**src/mpq_pkg.sv**
```systemverilog
// Package: shared types and constants for the min priority queue.
`default_nettype none

package mpq_pkg;

    localparam int KEY_W   = 32;
    localparam int COUNT_W = 7;

    typedef enum logic [1:0] {
        FUNC_INSERT  = 2'd0,
        FUNC_PEEK    = 2'd1,
        FUNC_EXTRACT = 2'd2,
        FUNC_CLEAR   = 2'd3
    } t_func;

    typedef enum logic [1:0] {
        STATUS_OK    = 2'd0,
        STATUS_EMPTY = 2'd1,
        STATUS_FULL  = 2'd2
    } t_status;

    // Broadcast to every cell in the chain.
    typedef struct packed {
        logic                    do_insert;
        logic                    do_extract;
        logic                    do_clear;
        logic signed [KEY_W-1:0] key;
    } t_cell_ctrl;

endpackage

`default_nettype wire

```
**src/mpq_cell.sv**
```systemverilog
// Module: one cell of the sorted shift chain, holding a single key.
`default_nettype none

module mpq_cell (
    input  wire logic                            i_clk,
    input  wire logic                            i_rst_n,
    input  wire mpq_pkg::t_cell_ctrl             i_ctrl,
    input  wire logic                            i_left_valid,
    input  wire logic                            i_left_keep,
    input  wire logic signed [mpq_pkg::KEY_W-1:0] i_left_key,
    input  wire logic                            i_right_valid,
    input  wire logic signed [mpq_pkg::KEY_W-1:0] i_right_key,
    output logic                                 o_valid,
    output logic                                 o_keep,
    output logic signed [mpq_pkg::KEY_W-1:0]     o_key
);
    import mpq_pkg::*;

    logic                    r_valid;
    logic                    n_valid;
    logic signed [KEY_W-1:0] r_key;
    logic signed [KEY_W-1:0] n_key;
    logic                    w_keep;

    // Key stays put on insert when it is strictly below the new key.
    assign w_keep = r_valid && (r_key < i_ctrl.key);

    always_comb begin
        n_valid = r_valid;
        n_key   = r_key;
        if (i_ctrl.do_clear) begin
            n_valid = 1'b0;
        end else if (i_ctrl.do_insert) begin
            n_valid = r_valid | i_left_valid;
            if (!w_keep) begin
                n_key = i_left_keep ? i_ctrl.key : i_left_key;
            end
        end else if (i_ctrl.do_extract) begin
            n_valid = i_right_valid;
            n_key   = i_right_key;
        end
    end

    always_ff @(posedge i_clk) begin
        if (!i_rst_n) begin
            r_valid <= 1'b0;
        end else begin
            r_valid <= n_valid;
        end
    end

    always_ff @(posedge i_clk) begin
        r_key <= n_key;
    end

    assign o_valid = r_valid;
    assign o_keep  = w_keep;
    assign o_key   = r_key;

endmodule

`default_nettype wire

```
**config.mk**
```make
export PLATFORM = sky130hd
export DESIGN_NAME = mpq_cell
export DESIGN_NICKNAME = d
export VERILOG_FILES = /design/src/mpq_pkg.sv /design/src/mpq_cell.sv
export SDC_FILE = /design/constraint.sdc
export NUM_CORES = 1
export LEC_CHECK = 0
export BUFFER_PORTS_ARGS = -buffer_cell sky130_fd_sc_hd__buf_2
export CAP_MARGIN = 10
export CORE_UTILIZATION = 45
export CTS_BUF_LIST = sky130_fd_sc_hd__clkbuf_8
export DETAILED_ROUTE_END_ITERATION = 16
export PLACE_DENSITY = 0.81
export SYNTH_ARGS = -nofsm -noshare
export SYNTH_HDL_FRONTEND = slang
export SYNTH_SLANG_ARGS = --single-unit
```
**constraint.sdc**
```tcl
create_clock -name i_clk -period 4.6 [get_ports i_clk]
set_input_delay 0 -clock i_clk [delete_from_list [all_inputs] [get_ports i_clk]]
set_output_delay 0 -clock i_clk [all_outputs]
set_load 0.01 [all_outputs]
```
# --- Word-level counts from Yosys, hierarchy flattened ---
# Cells that the tools add are included.
word_totals:
  regBits: 33
  output_inout_bits: 34
  word_cells: 17
classes:
  order_cmp: 1
  eq_ne: 1
  muxes: 6
  n_bitwise: 3
  reduce_logical: 4
op_table:
  columns: ["cell", "n"]
  rows:
  - ["32-bit 2-to-1 mux", 4]
  - ["32-bit less-than comparator", 1]
  - ["3-bit AND reduction", 1]
  - ["1-bit 2-to-1 mux", 2]
  - ["2-bit inequality test, second input constant", 1]
  - ["1-bit NOT", 2]
  - ["2-bit nonzero test", 1]
  - ["2-bit OR reduction", 1]
  - ["1-bit logical AND", 1]
  - ["1-bit OR", 1]

# --- Depth between registers and ports, before layout ---
depth:
  ltp_word: 4
  mapped_depth: 8
  depth_no_buf: 8

# --- Worst setup path after synthesis ---
# Ideal clock, no wire load.
synth_path:
  path_kind: "register to register"
  startpoint: "register r_key[30] (netlist: o_key[30])"
  endpoint: "register r_key[0] (netlist: o_key[0]) (enable)"
  setup_ns: 0.421
  arrival_time_ns: 3.171
  required_time_ns: 4.179
  slack_ns: 1.007
  stages_incl_launch_ff: 8
  path_cell_list: "edfxtp_1 -> ha_1 -> a21oi_1 -> nand2_1 -> a221o_1 -> a211o_1 -> a211o_1 -> nor2_1"
synth_between:
  elab_chain_cells: 4
synth_lines:
  columns: ["element", "line", "text"]
  rows:
  - ["start: declaration", "mpq_cell.sv:21", "logic signed [KEY_W-1:0] r_key;"]
  - ["start signal: assignment", "mpq_cell.sv:53", "r_key <= n_key;"]
  - ["32-bit less-than comparator", "mpq_cell.sv:26", "assign w_keep = r_valid && (r_key < i_ctrl.key);"]
  - ["1-bit logical AND", "mpq_cell.sv:26", null]
  - ["2-bit inequality test (no line)", null, null]
  - ["3-bit AND reduction (no line)", null, null]
# No other way between the ends.
# A chain may end at the register's enable or synchronous reset.

# --- Final worst setup path ---
layout_path:
  startpoint: "register r_key[30] (netlist: o_key[30])"
  endpoint: "register r_key[5] (netlist: o_key[5]) (enable)"
# The elaborated chain is that of the path after synthesis.

==> impl_table.tex <==
\begin{tabular}{lr}
\hline
Metric & Value \\
\hline
\multicolumn{2}{l}{\textbf{Status}} \\
\quad Status & finished, final reports clean \\
\multicolumn{2}{l}{\textbf{Synthesis}} \\
\quad Synthesized-area fraction occupied by ao, oa, aoi and oai cells & roughly 14\% \\
\quad Gate Count Post-Synth & 264 \\
\quad Post-Synth Simple-Gate Area & approximately a tenth \\
\quad Combinational family with the most area after synthesis & adder cells \\
\quad Number of storage elements in the synthesis netlist & 33 \\
\quad Adder-cell share of the synthesized area & 15.6\% \\
\quad Mean cell area of the mapped netlist & 9.42 um2 \\
\quad Fraction of synthesized area in multiplexers & 13.3\% \\
\quad Synthesized-area fraction occupied by xor and xnor cells & 0\% \\
\quad Proportion of synthesized chip area in sequential cells & 39.5\% \\
\quad Distinct cell type count of the synthesized netlist & 26 \\
\quad Number of nets produced by synthesis & 399 \\
\quad Synthesized cell area & about 2500 um2 \\
\quad Yosys Warn Count & 0 \\
\multicolumn{2}{l}{\textbf{Global route}} \\
\quad Initial antenna violation count & 0 \\
\quad Remaining global-route overflow & 0 \\
\quad First-pass GRT wire length & slightly above 10000 um \\
\quad Largest net degree at the start of global routing & 70 \\
\quad Overall fraction of global-route tracks in use & 21.8\% \\
\quad Vias in the first global route & around 2300 \\
\multicolumn{2}{l}{\textbf{Timing}} \\
\quad Final hold vios & 0 \\
\quad Max frequency & about 330 MHz \\
\quad Minimum clock period after layout & 3.05 ns \\
\quad TNS Setup & 0 ns \\
\quad Final period util & 66.3\% \\
\quad Unrepaired setup endpoints after global routing & no \\
\quad Final worst clock skew & 0.00629 ns \\
\quad Final setup fails & 0 \\
\quad Rel. slew slack & 25.4\% \\
\quad Tightest Pin Transition & 1.12 ns \\
\quad Max Slew Vio Count & 0 \\
\multicolumn{2}{l}{\textbf{Drt}} \\
\quad Number of vias per cell after detailed routing & 5.05 \\
\quad Drt wl/cell & around 13 um \\
\quad Number of search-and-repair iterations in the first detailed-routing pass & 4 \\
\quad Initial detailed-routing violation count & 77 \\
\quad Number of remaining DRC errors & 0 \\
\quad Antenna Violating Nets Remaining & 0 \\
\quad Aggregate routed wire length & 6240 um \\
\quad Number of vias in the routed layout & 2375 \\
\multicolumn{2}{l}{\textbf{Finish}} \\
\quad Final \#Nets & 534 \\
\quad Growth of design area from synthesis to finish & 34.0\% \\
\quad Final design area excluding fillers & between 3000 and 4000 um2 \\
\quad Post-Route Utilization & between 60\% and 70\% \\
\quad Share of layout cells above drive strength 1 & a little over a third \\
\quad Antenna Cells & 0 \\
\quad Highest-count cells in the layout ignoring fill and taps & sky130\_fd\_sc\_hd\_\_buf\_2, sky130\_fd\_sc\_hd\_\_a21oi\_1, sky130\_fd\_sc\_hd\_\_nor2\_1 \\
\quad Most common library cell in the layout ignoring fill and taps & sky130\_fd\_sc\_hd\_\_buf\_2 \\
\multicolumn{2}{l}{\textbf{Worst setup path}} \\
\quad Capturing point of the worst reg2reg path & o\_key[5] \\
\quad Maximum cell stage delay along the critical path & 0.70 ns \\
\quad Launching point of the worst reg2reg path & o\_key[30] \\
\quad Cell repeated most along the worst path & sky130\_fd\_sc\_hd\_\_a211o\_1 \\
\quad Worst Reg-to-Reg Cells & 7 \\
\quad Required time reported for the critical path endpoint & 4.50 ns \\
\quad Max Fanout on Critical Path & 32 \\
\quad CP arrival & slightly below 3 ns \\
\quad Startpoint class of the critical path & flop \\
\quad CP cell instances & ha\_1, a21oi\_1, nand2\_1, a221o\_1, a211o\_1, a211o\_1, nor2\_4 \\
\quad Register-to-register setup slack & 1.55 ns \\
\quad Crit path max-delay cell type & sky130\_fd\_sc\_hd\_\_nor2\_4 \\
\quad Category of the most critical setup path & reg -> reg \\
\quad Critical Path Sink Type & flop \\
\multicolumn{2}{l}{\textbf{Min path}} \\
\quad Worst Hold Path Cells & 3 \\
\quad Capture endpoint of the worst hold path & o\_key[21] \\
\quad Hold Crit Class & in -> reg \\
\quad Hold path startpoint & i\_right\_key[21] \\
\multicolumn{2}{l}{\textbf{Floorplan}} \\
\quad I/O pin total & around 140 \\
\quad Die X & 76.3 um \\
\quad Die outline height & 76.3 um \\
\quad Initial standard-cell utilization of the core & 47.8\% \\
\quad Total Die Area & 5830 um2 \\
\quad Floorplan row count & 26 \\
\quad Core outline area & between 5000 and 6000 um2 \\
\multicolumn{2}{l}{\textbf{Pwr}} \\
\quad Net switching power of the design & 0.232 mW \\
\quad Power per standard cell area & 245 nW/um2 \\
\quad Internal portion of total power & between 0.5 and 0.6 mW \\
\quad Largest vdd supply drop & 0.192 mV \\
\quad Switching fraction of total power & 28.5\% \\
\quad Flop pwr share & between 40\% and 50\% \\
\quad Combinational share of power & 27.7\% \\
\quad Leakage & 1.75 nW \\
\quad Clock group share of total power & 26.8\% \\
\multicolumn{2}{l}{\textbf{Clock tree}} \\
\quad Clock insertion delay at the later pin of the skew report & 0.28 ns \\
\quad Buffers from clock root to sink, at most & 2 \\
\quad Clock Tree Root & sky130\_fd\_sc\_hd\_\_clkbuf\_8 \\
\quad CTS tree & built \\
\quad Post-CTS setup buffers & 0 \\
\quad CTS buffer count & 5 \\
\quad Clock Pin Slew Worst Setup and Hold Paths & 0.07 ns \\
\quad Total clock sinks & 33 \\
\quad Number of H-tree levels & 2 \\
\multicolumn{2}{l}{\textbf{Place}} \\
\quad Number of port buffers & 137 \\
\quad Final weighted congestion in routability-driven placement & 0.791 \\
\quad Placed Instance Area & $\sim$3200 um2 \\
\quad Post-DP HPWL & 4860 um \\
\multicolumn{2}{l}{\textbf{Job}} \\
\quad Max capacitance violation total & 0 \\
\hline
\end{tabular}
## timing repair
action,4_1_cts,5_1_grt
endpoints found under the hold margin,1,0
resized for setup,0,0
hold buffers,2,0
## worst max-delay path: cells and delay by family (launching register included)
family | cells | cell delay, ns
DFF | 1 | 0.40
and+or+nand+nor | 2 | 0.79
adders and majority gates | 1 | 0.33
AOI/OAI and AO/OA | 4 | 1.14
## cells by family (layout without fill, tap and decap cells)
family	Yosys count	in the layout
compound gates	62	62
simple gates	61	61
buf+inv	44	180
mux	33	33
flops	33	33
fa+ha+maj	31	31
## power groups by stage
stage	Sequential, mW	Clock (mW)	Combinational, mW
3_5_place_dp	0.377	0	0.225
4_1_cts	0.371	0.224	0.227
2_1_floorplan	0.387	0	0.117
3_3_place_gp	0.375	0	0.217
6_report	0.371	0.218	0.226
5_1_grt	0.373	0.241	0.255
## worst max path at each step
stage               slack, ns      start         to
global placement         1.68  o_key[23]  o_key[13]
global route             1.38  o_key[23]  o_key[19]
detailed placement       1.56  o_key[30]  o_key[15]
floorplan                1.01  o_key[30]   o_key[0]
CTS                      1.55  o_key[30]   o_key[3]
finish                   1.55  o_key[30]   o_key[5]
## routing by layer
| layer | part of all wire (%) | track usage (%) | up-vias | routed length (um) |
|---|---|---|---|---|
| li1 | - | - | 1223 | - |
| met1 | 41 | 24.5 | 1053 | 2530 |
| met2 | 52 | 40.0 | 83 | 3240 |
| met3 | 4.9 | 4.55 | 16 | 304 |
| met4 | 2.7 | 8.65 | 0 | 168 |
| met5 | 0 | 0 | - | 0 |
## synth_stat cells
master                      number  area, um2
sky130_fd_sc_hd__nor4_1          1       6.26
sky130_fd_sc_hd__dfxtp_1         1       20.0
sky130_fd_sc_hd__a211oi_1        2       15.0
sky130_fd_sc_hd__a21oi_1        46        230
sky130_fd_sc_hd__nand2_1         8       30.0
sky130_fd_sc_hd__a221o_1         1       10.0
sky130_fd_sc_hd__nand3_1         4       20.0
sky130_fd_sc_hd__buf_1           4       15.0
sky130_fd_sc_hd__a2111oi_0       1       8.76
sky130_fd_sc_hd__clkbuf_1        4       15.0
sky130_fd_sc_hd__inv_1          33        124
sky130_fd_sc_hd__nor2b_1         1       6.26
sky130_fd_sc_hd__a211o_1         3       26.3
sky130_fd_sc_hd__o21ai_0         4       20.0
sky130_fd_sc_hd__ha_1           31        388
sky130_fd_sc_hd__buf_2           3       15.0
sky130_fd_sc_hd__a31oi_1         1       6.26
sky130_fd_sc_hd__nor2_1         38        143
sky130_fd_sc_hd__nor3_1          1       5.00
sky130_fd_sc_hd__mux2i_1        33        330
sky130_fd_sc_hd__o41ai_2         1       16.3
sky130_fd_sc_hd__nand2b_1        2       12.5
sky130_fd_sc_hd__nand4_1         6       37.5
sky130_fd_sc_hd__edfxtp_1       32        961
sky130_fd_sc_hd__o311a_1         1       10.0
sky130_fd_sc_hd__a21o_1          2       15.0
## through the flow
stage | instances | power (mW) | setup slack, ns | hold slack (ns)
finish | 470 | 0.815 | 1.55 | 0.0377
global route | 470 | 0.869 | 1.38 | 0.0423
CTS | 470 | 0.822 | 1.55 | 0.0357
detailed placement | 460 | 0.603 | 1.56 | 0.214
global placement | 460 | 0.592 | 1.68 | 0.208
floorplan | 264 | 0.505 | 1.01 | 0.0831
## state kept, by name (all words and copies together), names as in the netlist
| register | cells |
|---|---|
| o_valid | 1 |
| o_key | 32 |
## final cells by class
class / count / area (um2)
sequential: 33 / 981
tap: 70 / 87.6
clock buffer: 6 / 82.6
clock inverter: 2 / 7.51
timing repair buffer: 139 / 706
multi-input combinational: 187 / 1340
fill: 472 / 1870
inverter: 33 / 124
Power figures use the tool's default switching activity.
